===== src/rtl/hle_pkg.sv =====
// Shared constants, phase codes and result type for the href link extractor.
package hle_pkg;

    localparam int LINK_BUFFER_BYTES = 1024;

    localparam int LEN_W = 10;

    // Scan phase codes
    localparam logic [2:0] PH_IDLE   = 3'd0;
    localparam logic [2:0] PH_NAME   = 3'd1;
    localparam logic [2:0] PH_BASE   = 3'd2;
    localparam logic [2:0] PH_ATTR   = 3'd3;
    localparam logic [2:0] PH_VSTART = 3'd4;
    localparam logic [2:0] PH_VALUE  = 3'd5;

    // Quote modes
    localparam logic [1:0] QM_NONE   = 2'd0;
    localparam logic [1:0] QM_DOUBLE = 2'd1;
    localparam logic [1:0] QM_SINGLE = 2'd2;

    // Configuration register indexes
    localparam logic [1:0] REG_MAX_LINK_LENGTH = 2'd0;
    localparam logic [1:0] REG_TAG_ENABLE      = 2'd1;

    localparam logic [7:0] CH_LT     = 8'h3C;
    localparam logic [7:0] CH_GT     = 8'h3E;
    localparam logic [7:0] CH_EQ     = 8'h3D;
    localparam logic [7:0] CH_DQUOTE = 8'h22;
    localparam logic [7:0] CH_SQUOTE = 8'h27;
    localparam logic [7:0] CH_LOW_A  = 8'h61;
    localparam logic [7:0] CH_LOW_B  = 8'h62;
    localparam logic [7:0] CH_LOW_H  = 8'h68;

    typedef struct packed {
        logic [7:0] link_byte;
        logic       has_byte;
        logic       end_of_link;
        logic       tag_kind;
        logic       truncated;
    } result_t;

    function automatic logic [7:0] lower_of(input logic [7:0] c);
        if (c >= 8'h41 && c <= 8'h5A)
            lower_of = c + 8'd32;
        else
            lower_of = c;
    endfunction

    function automatic logic [7:0] href_char(input logic [1:0] idx);
        case (idx)
            2'd0:    href_char = 8'h68;
            2'd1:    href_char = 8'h72;
            2'd2:    href_char = 8'h65;
            default: href_char = 8'h66;
        endcase
    endfunction

    function automatic logic [7:0] base_char(input logic [1:0] idx);
        case (idx)
            2'd0:    base_char = 8'h62;
            2'd1:    base_char = 8'h61;
            2'd2:    base_char = 8'h73;
            default: base_char = 8'h65;
        endcase
    endfunction

    // Length limit in force: zero counts as one, saturate at the buffer size.
    function automatic logic [LEN_W-1:0] limit_of(input logic [LEN_W-1:0] max_len);
        logic [LEN_W:0] l;
        l = {1'b0, max_len};
        if (l == '0)
            l = (LEN_W+1)'(1);
        if (l > (LEN_W+1)'(LINK_BUFFER_BYTES))
            l = (LEN_W+1)'(LINK_BUFFER_BYTES);
        limit_of = l[LEN_W-1:0];
    endfunction

endpackage


===== src/rtl/hle_core.sv =====
// Per-byte tag and href scanner: state registers and next-state/result logic.
module hle_core (
    input  logic                    clk,
    input  logic                    rst_n,
    input  logic                    accept,
    input  logic [7:0]              page_byte,
    input  logic                    end_of_page,
    input  logic [hle_pkg::LEN_W-1:0] max_link_length,
    input  logic [1:0]              tag_enable,
    output logic                    res_valid,
    output hle_pkg::result_t        res
);

    logic [2:0]               phase_reg, phase_next;
    logic [2:0]               name_cnt_reg, name_cnt_next;
    logic [2:0]               attr_cnt_reg, attr_cnt_next;
    logic [1:0]               quote_reg, quote_next;
    logic                     kind_reg, kind_next;
    logic [hle_pkg::LEN_W-1:0] len_reg, len_next;

    logic [7:0]               lc;
    logic [hle_pkg::LEN_W-1:0] limit;
    logic                     hb, eol, tr, rv;
    logic [7:0]               lb;
    logic                     idle_now;
    logic                     closer;

    assign lc    = hle_pkg::lower_of(page_byte);
    assign limit = hle_pkg::limit_of(max_link_length);

    always_comb
    begin
        phase_next    = phase_reg;
        name_cnt_next = name_cnt_reg;
        attr_cnt_next = attr_cnt_reg;
        quote_next    = quote_reg;
        kind_next     = kind_reg;
        len_next      = len_reg;
        rv            = 1'b0;
        hb            = 1'b0;
        eol           = 1'b0;
        tr            = 1'b0;
        lb            = 8'd0;
        idle_now      = 1'b0;
        closer        = 1'b0;

        unique case (phase_reg)
            hle_pkg::PH_IDLE:
            begin
                if (page_byte == hle_pkg::CH_LT)
                    phase_next = hle_pkg::PH_NAME;
            end
            hle_pkg::PH_NAME:
            begin
                if (lc == hle_pkg::CH_LOW_A && tag_enable[0])
                begin
                    kind_next     = 1'b0;
                    attr_cnt_next = 3'd0;
                    phase_next    = hle_pkg::PH_ATTR;
                end
                else if (lc == hle_pkg::CH_LOW_B && tag_enable[1])
                begin
                    name_cnt_next = 3'd1;
                    phase_next    = hle_pkg::PH_BASE;
                end
                else if (page_byte != hle_pkg::CH_LT)
                    idle_now = 1'b1;
            end
            hle_pkg::PH_BASE:
            begin
                if (name_cnt_reg < 3'd4 && lc == hle_pkg::base_char(name_cnt_reg[1:0]))
                begin
                    name_cnt_next = name_cnt_reg + 3'd1;
                    if (name_cnt_reg == 3'd3)
                    begin
                        kind_next     = 1'b1;
                        attr_cnt_next = 3'd0;
                        phase_next    = hle_pkg::PH_ATTR;
                    end
                end
                else if (page_byte == hle_pkg::CH_LT)
                begin
                    name_cnt_next = 3'd0;
                    phase_next    = hle_pkg::PH_NAME;
                end
                else
                    idle_now = 1'b1;
            end
            hle_pkg::PH_ATTR:
            begin
                if (page_byte == hle_pkg::CH_GT)
                    idle_now = 1'b1;
                else if (attr_cnt_reg < 3'd4 && lc == hle_pkg::href_char(attr_cnt_reg[1:0]))
                    attr_cnt_next = attr_cnt_reg + 3'd1;
                else if (attr_cnt_reg >= 3'd4 && page_byte == hle_pkg::CH_EQ)
                begin
                    phase_next = hle_pkg::PH_VSTART;
                    len_next   = '0;
                end
                else
                    attr_cnt_next = (lc == hle_pkg::CH_LOW_H) ? 3'd1 : 3'd0;
            end
            hle_pkg::PH_VSTART:
            begin
                if (page_byte == hle_pkg::CH_DQUOTE)
                begin
                    quote_next = hle_pkg::QM_DOUBLE;
                    phase_next = hle_pkg::PH_VALUE;
                end
                else if (page_byte == hle_pkg::CH_SQUOTE)
                begin
                    quote_next = hle_pkg::QM_SINGLE;
                    phase_next = hle_pkg::PH_VALUE;
                end
                else if (page_byte == hle_pkg::CH_GT)
                begin
                    rv       = 1'b1;
                    eol      = 1'b1;
                    idle_now = 1'b1;
                end
                else
                begin
                    quote_next = hle_pkg::QM_NONE;
                    rv         = 1'b1;
                    hb         = 1'b1;
                    lb         = page_byte;
                    len_next   = hle_pkg::LEN_W'(1);
                    phase_next = hle_pkg::PH_VALUE;
                    if (hle_pkg::LEN_W'(1) >= limit)
                    begin
                        eol      = 1'b1;
                        tr       = 1'b1;
                        idle_now = 1'b1;
                    end
                end
            end
            hle_pkg::PH_VALUE:
            begin
                closer = (quote_reg == hle_pkg::QM_DOUBLE && page_byte == hle_pkg::CH_DQUOTE)
                      || (quote_reg == hle_pkg::QM_SINGLE && page_byte == hle_pkg::CH_SQUOTE)
                      || (quote_reg != hle_pkg::QM_DOUBLE && quote_reg != hle_pkg::QM_SINGLE
                          && page_byte == hle_pkg::CH_GT);
                if (closer)
                begin
                    rv       = 1'b1;
                    eol      = 1'b1;
                    idle_now = 1'b1;
                end
                else
                begin
                    rv       = 1'b1;
                    hb       = 1'b1;
                    lb       = page_byte;
                    len_next = len_reg + hle_pkg::LEN_W'(1);
                    if (len_reg + hle_pkg::LEN_W'(1) >= limit)
                    begin
                        eol      = 1'b1;
                        tr       = 1'b1;
                        idle_now = 1'b1;
                    end
                end
            end
            default:
                idle_now = 1'b1;
        endcase

        // Page end: close a link still open after this byte.
        if (end_of_page)
        begin
            if (!idle_now && (phase_next == hle_pkg::PH_VSTART
                              || phase_next == hle_pkg::PH_VALUE))
            begin
                rv  = 1'b1;
                eol = 1'b1;
                tr  = 1'b1;
            end
            idle_now = 1'b1;
        end

        if (idle_now)
        begin
            phase_next    = hle_pkg::PH_IDLE;
            name_cnt_next = 3'd0;
            attr_cnt_next = 3'd0;
            quote_next    = hle_pkg::QM_NONE;
            len_next      = '0;
        end
    end

    assign res_valid       = accept && rv;
    assign res.link_byte   = lb;
    assign res.has_byte    = hb;
    assign res.end_of_link = eol;
    assign res.tag_kind    = kind_next;
    assign res.truncated   = tr;

    always_ff @(posedge clk or negedge rst_n)
    begin
        if (!rst_n)
        begin
            phase_reg    <= hle_pkg::PH_IDLE;
            name_cnt_reg <= 3'd0;
            attr_cnt_reg <= 3'd0;
            quote_reg    <= hle_pkg::QM_NONE;
            kind_reg     <= 1'b0;
            len_reg      <= '0;
        end
        else if (accept)
        begin
            phase_reg    <= phase_next;
            name_cnt_reg <= name_cnt_next;
            attr_cnt_reg <= attr_cnt_next;
            quote_reg    <= quote_next;
            kind_reg     <= kind_next;
            len_reg      <= len_next;
        end
    end

endmodule


===== src/rtl/html_href_link_extractor.sv =====
// Top level of the href link extractor: config registers, scanner, output queue.
//
//  channel | signals                                  | direction
//  --------+------------------------------------------+----------
//  in      | in_valid, in_stall, page_byte, end_of_page | to block
//  out     | out_valid, out_stall, link_byte, has_byte,  | from block
//          | end_of_link, tag_kind, truncated           |
//  cfg     | cfg_valid, cfg_ready, cfg_index, cfg_data  | to block
//
// One page byte per cycle while in_stall is low. The scanner state update is
// the only loop. A two-entry output queue (output register plus skid) registers
// each result beat and keeps input flowing while the sink stalls; in_stall
// rises only when the skid entry is full. Reset clears the control state and
// loads max_link_length=1023, tag_enable=3.
module html_href_link_extractor (
    input  logic                      clk,
    input  logic                      rst_n,
    input  logic                      in_valid,
    output logic                      in_stall,
    input  logic [7:0]                page_byte,
    input  logic                      end_of_page,
    output logic                      out_valid,
    input  logic                      out_stall,
    output logic [7:0]                link_byte,
    output logic                      has_byte,
    output logic                      end_of_link,
    output logic                      tag_kind,
    output logic                      truncated,
    input  logic                      cfg_valid,
    output logic                      cfg_ready,
    input  logic [1:0]                cfg_index,
    input  logic [hle_pkg::LEN_W-1:0] cfg_data
);

    logic [hle_pkg::LEN_W-1:0] max_len_reg;
    logic [1:0]                tag_en_reg;

    logic             in_accept;
    logic             res_valid;
    hle_pkg::result_t res;

    logic             out_valid_reg;
    hle_pkg::result_t out_reg;
    logic             skid_valid_reg;
    hle_pkg::result_t skid_reg;
    logic             out_fire;

    assign cfg_ready = 1'b1;

    always_ff @(posedge clk or negedge rst_n)
    begin
        if (!rst_n)
        begin
            max_len_reg <= hle_pkg::LEN_W'(1023);
            tag_en_reg  <= 2'd3;
        end
        else if (cfg_valid)
        begin
            unique case (cfg_index)
                hle_pkg::REG_MAX_LINK_LENGTH: max_len_reg <= cfg_data;
                hle_pkg::REG_TAG_ENABLE:      tag_en_reg  <= cfg_data[1:0];
                default: ;
            endcase
        end
    end

    assign in_stall  = skid_valid_reg;
    assign in_accept = in_valid && !skid_valid_reg;

    hle_core u_core (
        .clk             (clk),
        .rst_n           (rst_n),
        .accept          (in_accept),
        .page_byte       (page_byte),
        .end_of_page     (end_of_page),
        .max_link_length (max_len_reg),
        .tag_enable      (tag_en_reg),
        .res_valid       (res_valid),
        .res             (res)
    );

    assign out_fire = out_valid_reg && !out_stall;

    always_ff @(posedge clk or negedge rst_n)
    begin
        if (!rst_n)
        begin
            out_valid_reg  <= 1'b0;
            skid_valid_reg <= 1'b0;
        end
        else if (out_fire || !out_valid_reg)
        begin
            // Advance: skid entry moves up first to keep beat order.
            if (skid_valid_reg)
            begin
                out_valid_reg  <= 1'b1;
                skid_valid_reg <= res_valid;
            end
            else
                out_valid_reg  <= res_valid;
        end
        else if (res_valid)
            skid_valid_reg <= 1'b1;
    end

    always_ff @(posedge clk)
    begin
        if (out_fire || !out_valid_reg)
        begin
            if (skid_valid_reg)
            begin
                out_reg  <= skid_reg;
                skid_reg <= res;
            end
            else
                out_reg  <= res;
        end
        else if (res_valid)
            skid_reg <= res;
    end

    assign out_valid   = out_valid_reg;
    assign link_byte   = out_reg.link_byte;
    assign has_byte    = out_reg.has_byte;
    assign end_of_link = out_reg.end_of_link;
    assign tag_kind    = out_reg.tag_kind;
    assign truncated   = out_reg.truncated;

endmodule

===== config.mk =====
export PLATFORM = sky130hd
export DESIGN_NAME = html_href_link_extractor
export DESIGN_NICKNAME = d
export VERILOG_FILES = /design/src/rtl/hle_pkg.sv /design/src/rtl/hle_core.sv /design/src/rtl/html_href_link_extractor.sv
export SDC_FILE = /design/constraint.sdc
export NUM_CORES = 1
export LEC_CHECK = 0
export ABC_AREA = 0
export BUFFER_PORTS_ARGS = -buffer_cell sky130_fd_sc_hd__buf_4
export CORE_MARGIN = 3
export CORE_UTILIZATION = 53
export CTS_CLUSTER_SIZE = 16
export DETAILED_ROUTE_END_ITERATION = 7
export PLACE_DENSITY = 0.76
export SYNTH_ARGS = -nofsm -noshare
export SYNTH_HDL_FRONTEND = slang
export SYNTH_SLANG_ARGS = --single-unit

===== constraint.sdc =====
create_clock -name clk -period 4 [get_ports clk]
set_input_delay 0.8 -clock clk [delete_from_list [all_inputs] [get_ports clk]]
set_output_delay 0.8 -clock clk [all_outputs]
set_load 0.02 [all_outputs]

==> Word level (Yosys, flattened, before mapping) <==
Cells that the tools add are included.
{ "totals": {"ff_bits": 60, "elab_cells": 216, "output_inout_bits": 15} }
{ "op_classes": {"addsub": 4, "n_reduce_logical": 39, "order_cmp": 8, "n_eq_ne": 44, "mux": 101} }
{ "ops": {"columns": ["cell", "count"], "rows": [
  ["10-bit two-way mux", 10],
  ["3-bit two-way mux", 24],
  ["8-bit two-way mux", 8],
  ["12-bit two-way mux", 4],
  ["8-bit by 6-bit equality test with 1-bit output, second input constant", 5],
  ["1-bit two-way mux", 37],
  ["10-bit one-hot mux with 3 select lines", 1],
  ["5-bit one-hot mux with 3 select lines", 2],
  ["8-bit by 7-bit equality test with 1-bit output, second input constant", 3],
  ["3-bit by 2-bit inequality test with 1-bit output, second input constant", 7],
  ["8-bit equality test", 2],
  ["8-bit one-hot mux with 2 select lines", 1],
  ["3-bit by 1-bit inequality test with 1-bit output, second input constant", 5],
  ["3-bit one-hot mux with 5 select lines", 1],
  ["1-bit logical AND", 14],
  ["3-bit equality test, second input constant", 4],
  ["10-bit by 11-bit greater-than comparator with 1-bit output, second input constant", 1],
  ["10-bit by 1-bit adder with 10-bit output, second input constant", 1],
  ["1-bit by 10-bit >= comparator with 1-bit output, first input constant", 1],
  ["10-bit >= comparator", 1],
  ["10-bit logical NOT", 1],
  ["2-bit two-way mux", 5],
  ["1-bit one-hot mux with 2 select lines", 5],
  ["3-bit by 2-bit equality test with 1-bit output, second input constant", 3],
  ["other kinds (29)", 50]
]} }

==> Longest topological paths before layout <==
{ "depth": {"ltp_word": 17, "mapped_depth": 13, "mapped_depth_nobuf": 12} }

==> Hierarchy <==
A second synthesis with hierarchy kept.
{ "hier_totals": {"cells_unflattened": 406, "hier_area_um2": 4085.2} }
{ "by_module_without_submodules": {"columns": ["module", "instances", "seq_area_each_um2", "area_each_um2", "cells_each"], "rows": [
  ["hle_core", 1, 550.5, 2583.7, 330],
  ["html_href_link_extractor", 1, 1086.0, 1501.4, 76]
]} }

==> Worst setup path before layout <==
No wires, ideal clock.
{ "synth_timing": {"kind": "register to register", "from": "reg u_core.len_reg[2] in the netlist's numbering", "to": "reg skid_reg[0] in the netlist's numbering, enable pin", "stages_incl_launch_ff": 11, "n_path_buf": 0, "synth_period_minus_slack_ns": 3.901, "required_time_ns": 3.602, "arrival_ns": 3.504, "slack_ns": 0.099, "setup_ns": 0.398, "cell_sequence": "dfrtp_1 > and3_1 > and3_1 > nand3_1 > xnor2_1 > ha_1 > a2111oi_0 > a211oi_1 > nor4b_1 > o31ai_1 > o21ai_0"} }
{ "synth_via": {"elab_chain_cells": 12} }
{ "synth_rtl": {"columns": ["item", "line", "rtl"], "rows": [
  ["from (decl)", "hle_core.sv:19", "logic [hle_pkg::LEN_W-1:0] len_reg, len_next;"],
  ["from (signal assigned)", "hle_core.sv:215", "len_reg <= len_next;"],
  ["10-bit by 1-bit adder with 10-bit output", "hle_core.sv:155", "if (len_reg + hle_pkg::LEN_W'(1) >= limit)"],
  ["10-bit >= comparator", "hle_core.sv:155", null],
  ["1-bit two-way mux", "hle_core.sv:155", null],
  ["1-bit two-way mux", "hle_core.sv:143", "if (closer)"],
  ["1-bit one-hot mux with 6 select lines", "hle_core.sv:47", "unique case (phase_reg)"],
  ["1-bit logical NOT", "hle_core.sv:170", "if (!idle_now && (phase_next == hle_pkg::PH_VSTART"],
  ["1-bit logical AND", "hle_core.sv:170", null],
  ["1-bit two-way mux", "hle_core.sv:170", null],
  ["1-bit two-way mux", "hle_core.sv:168", "if (end_of_page)"],
  ["1-bit logical AND", "hle_core.sv:190", "assign res_valid = accept && rv;"],
  ["2-bit nonzero test (no line)", null, null],
  ["2-bit AND reduction (no line)", null, null],
  ["to (signal assigned)", "html_href_link_extractor.sv:113", "skid_reg <= res;"],
  ["to (signal assigned)", "html_href_link_extractor.sv:119", "skid_reg <= res;"],
  ["to (decl)", "html_href_link_extractor.sv:45", "hle_pkg::result_t skid_reg;"]
]} }
Every way passes these cells.
A chain may end at the register's enable or synchronous reset.

==> Worst setup path after layout <==
{ "layout_timing": {"from": "reg u_core.len_reg[2] in the netlist's numbering", "to": "reg u_core.attr_cnt_reg[0]"} }
{ "layout_via": {"elab_chain_cells": 8, "elab_cells_between_ends": 14} }
{ "layout_rtl": {"columns": ["item", "line", "rtl"], "rows": [
  ["10-bit by 1-bit adder with 10-bit output *", "hle_core.sv:155", null],
  ["10-bit >= comparator *", "hle_core.sv:155", null],
  ["1-bit two-way mux *", "hle_core.sv:155", null],
  ["1-bit two-way mux *", "hle_core.sv:143", null],
  ["1-bit one-hot mux with 6 select lines *", "hle_core.sv:47", null],
  ["1-bit two-way mux *", "hle_core.sv:168", null],
  ["4-bit by 2-bit inequality test with 1-bit output (no line) (tied with other cells)", null, null],
  ["7-bit AND reduction (no line)", null, null],
  ["to (signal assigned)", "hle_core.sv:212", "attr_cnt_reg <= attr_cnt_next;"],
  ["to (decl)", "hle_core.sv:16", "logic [2:0] attr_cnt_reg, attr_cnt_next;"]
]} }
Every way passes the cells marked *; elsewhere a longest branch is shown, timed or not.

==> impl_metrics.json <==
{
  "drt_pass1_iterations": 5,
  "areaGrowthSynthToFinish_pct": 14.2,
  "die_h_um": 91.9,
  "worst-endpoint-arrival_ps": 3930,
  "grt_pass1_wl_um": 14800,
  "synth_mux_area_share_pct": 6.47,
  "post-dp-hpwl_um": 6580,
  "finalSetupTns_ps": 0,
  "start_kind": "flip-flop",
  "drc_errors": 0,
  "portBuffers": 39,
  "cts_tree": "yes",
  "synthFlopType": "edfxtp_1",
  "async_reset_ff_share_pct": 60.0,
  "initial_core_util_pct": 56.0,
  "hold_violations": 0,
  "drive_gt1_share_pct": 23.0,
  "synth_cells": 392,
  "syn_area_um2": 3910,
  "clock-root-buffer": "clkbuf_8",
  "drtIter0Drc": 282,
  "hp-class": "input pin to async pin",
  "timing.critical_path.mode_cell": "and3_1",
  "layout_commonest_cell": "buf_4",
  "slew_headroom_pct": 39.5,
  "vias_per_cell": 5.83,
  "peakVddDrop_mv": 0.163,
  "path_class": "flip-flop to flip-flop",
  "avgRoutedWirePerCell_um": 16.7,
  "seq_area_frac_synth_pct": 41.9,
  "synth-xor-area-share_pct": 3.59,
  "yosys_warnings": 0,
  "insertion_delay_ps": 340,
  "gp_congestion": 0.944,
  "cts.sinks": 60,
  "yosysUniqueCellTypes": 72,
  "layout_common_cells": "buf_4 (44), nand2_1 (30), inv_1 (28)",
  "syn_nets": 442,
  "rows": 30,
  "min_period_ps": 3680,
  "crit_fanout": 13,
  "status": "complete, no violations",
  "core_um2": 6980,
  "yosys.area_share.simple_pct": 20.9,
  "timing.hold.ws_ps": 409,
  "cp-end-kind": "flip-flop",
  "die_area_um2": 8440,
  "r2r-start": "u_core.len_reg[2]",
  "worstMarginPinSlew_ps": 904,
  "synth-seq-cells": 60,
  "power_density_nw_per_um2": 305,
  "drv_cap": 0,
  "vias": 3094,
  "track_usage_pct": 22.1,
  "p_leak_nw": 1.97,
  "slowest_stage": "a2111oi_1",
  "rsz0062_at_grt": "no",
  "period_share_pct": 92.1,
  "syn_area_per_cell_um2": 9.97,
  "synth_edf_count": 24,
  "yosys-top-cells-area": "edfxtp_1 (18%), dfrtp_1 (15%), dfstp_2 (8.1%), ha_1 (7.7%), mux2_2 (4.9%)",
  "worst_setup_hold_path_clk_slew_ps": 70,
  "largest_reg_flops": 12,
  "grt_max_degree": 37,
  "synth_compound_area_share_pct": 14.3,
  "diodes": 0,
  "finClkSkew_ps": 12.3,
  "startpoint": "u_core.len_reg[2]",
  "antenna_found_initial": 0,
  "synth_fa_ha_area_share_pct": 7.68,
  "cts_made_buffers": 9,
  "die_x_um": 91.9,
  "setup-violations-final": 0,
  "path_cells": "and3_1, and3_1, nand3_1, xnor2_1, ha_1, a2111oi_1, a211oi_1, or3_4, or4_1, a22oi_1",
  "nNetsFinal": 480,
  "holdBufCountCts": 0,
  "io_pins": 41,
  "overflow": 0,
  "synth_top_cell_by_area": "edfxtp_1",
  "cts_buffer_depth": 2,
  "synth_top_family_by_area": "simple AND/OR/NAND/NOR gates",
  "ant_nets": 0,
  "synth_top_area_share_pct": 18.4,
  "grt_pass1_vias": 3038,
  "fmax_mhz": 272,
  "cts_max_level": 3,
  "final_core_util_pct": 64.0,
  "critPathMaxStageDelay_ps": 540,
  "slew_viol_final": 0,
  "routed_wl_um": 8860,
  "crit_required_ps": 4250,
  "n_fill_cell": 600
}
==> area by class of cell <==
| type | instances | area (um^2) | share of cell area (%) |
|---|---|---|---|
| clock buffer | 11 | 131 | 2.94 |
| clock inverter | 5 | 52.6 | 1.18 |
| inverter | 29 | 109 | 2.44 |
| multi-input combinational | 286 | 2090 | 46.7 |
| sequential | 60 | 1640 | 36.6 |
| tap | 96 | 120 | 2.69 |
| timing repair buffer | 44 | 330 | 7.40 |
==> metal layers <==
| metal | vias up | global-route usage (%) | part of all wire, % | routed length (um) |
|---|---|---|---|---|
| met1 | 1460 | 30.5 | 47 | 4150 |
| met5 | - | 0 | 0 | 0 |
| li1 | 1514 | - | - | - |
| met3 | 15 | 4.35 | 5.1 | 456 |
| met2 | 105 | 34.3 | 46 | 4080 |
| met4 | 0 | 8.54 | 2.0 | 176 |
==> synth_stat cells (all sizes together) (3+ instances only) <==
cell,instances
edfxtp,24
a21oi,7
mux2,18
inv,28
nor2b,4
a2111oi,3
xor2,7
mux2i,5
nand3,20
nand4,4
ha,24
o21ai,27
or2,3
buf,8
xnor2,9
and3,12
o21a,4
clkbuf,9
dfrtp,24
dfstp,12
nor4b,3
o31ai,3
nor2,20
nor4,5
and2,9
o211ai,6
nor3,11
and3b,3
nand4b,3
a211oi,3
nand2,31
==> cell families (layout without fill, tap and decap cells) <==
group	Yosys count	count (layout)
and+or+nand+nor	144	144
AOI/OAI and AO/OA	78	78
DFF	60	60
buffers and inverters	46	89
adders and majority gates	24	24
muxes	23	23
xor gates and xnor gates	16	16
other	1	1
==> through the flow <==
step                std cells  area [um^2]  total power, mW  setup WS (ps)
CTS                       531         4460             1.37            130
global placement          515         4270            0.852            419
floorplan                 392         3910            0.796           98.9
detailed placement        515         4270            0.860            186
global route              531         4470             1.42            145
finish                    531         4470             1.36            317
==> path summary, 6_finish.rpt <==
kind	end	slack (ps)	cells past startpoint
max	u_core.attr_cnt_reg[0]	320	10
min in group clk	u_core.kind_reg	520	2
min	u_core.len_reg[9]	410	1
min reg2reg	u_core.kind_reg	520	2
max reg2reg	u_core.attr_cnt_reg[0]	320	10
max in group asynchronous	max_len_reg[2]	3220	1
==> critical path, delay by kind of cell (launching register included) <==
kind | cells | cell delay, ps
AO/OA/AOI/OAI | 3 | 1050
adder cells (fa/ha/maj) | 1 | 280
XOR/XNOR | 1 | 210
flip-flops | 1 | 450
AND/OR/NAND/NOR | 5 | 1600
==> where the power goes <==
group / switching, mW / leakage [nW] / internal (mW)
combinational: 0.0919 / 1.18 / 0.0660
clock: 0.230 / 0.0931 / 0.284
sequential: 0.0160 / 0.691 / 0.675
total: 0.338 / 1.97 / 1.03
==> repair_timing <==
item	CTS	global route
endpoints found under the hold margin	0	0
setup endpoints to repair	0	12
gates resized for setup	0	2
setup buffers	0	0
No activity file was read; power rests on OpenSTA's default activity.
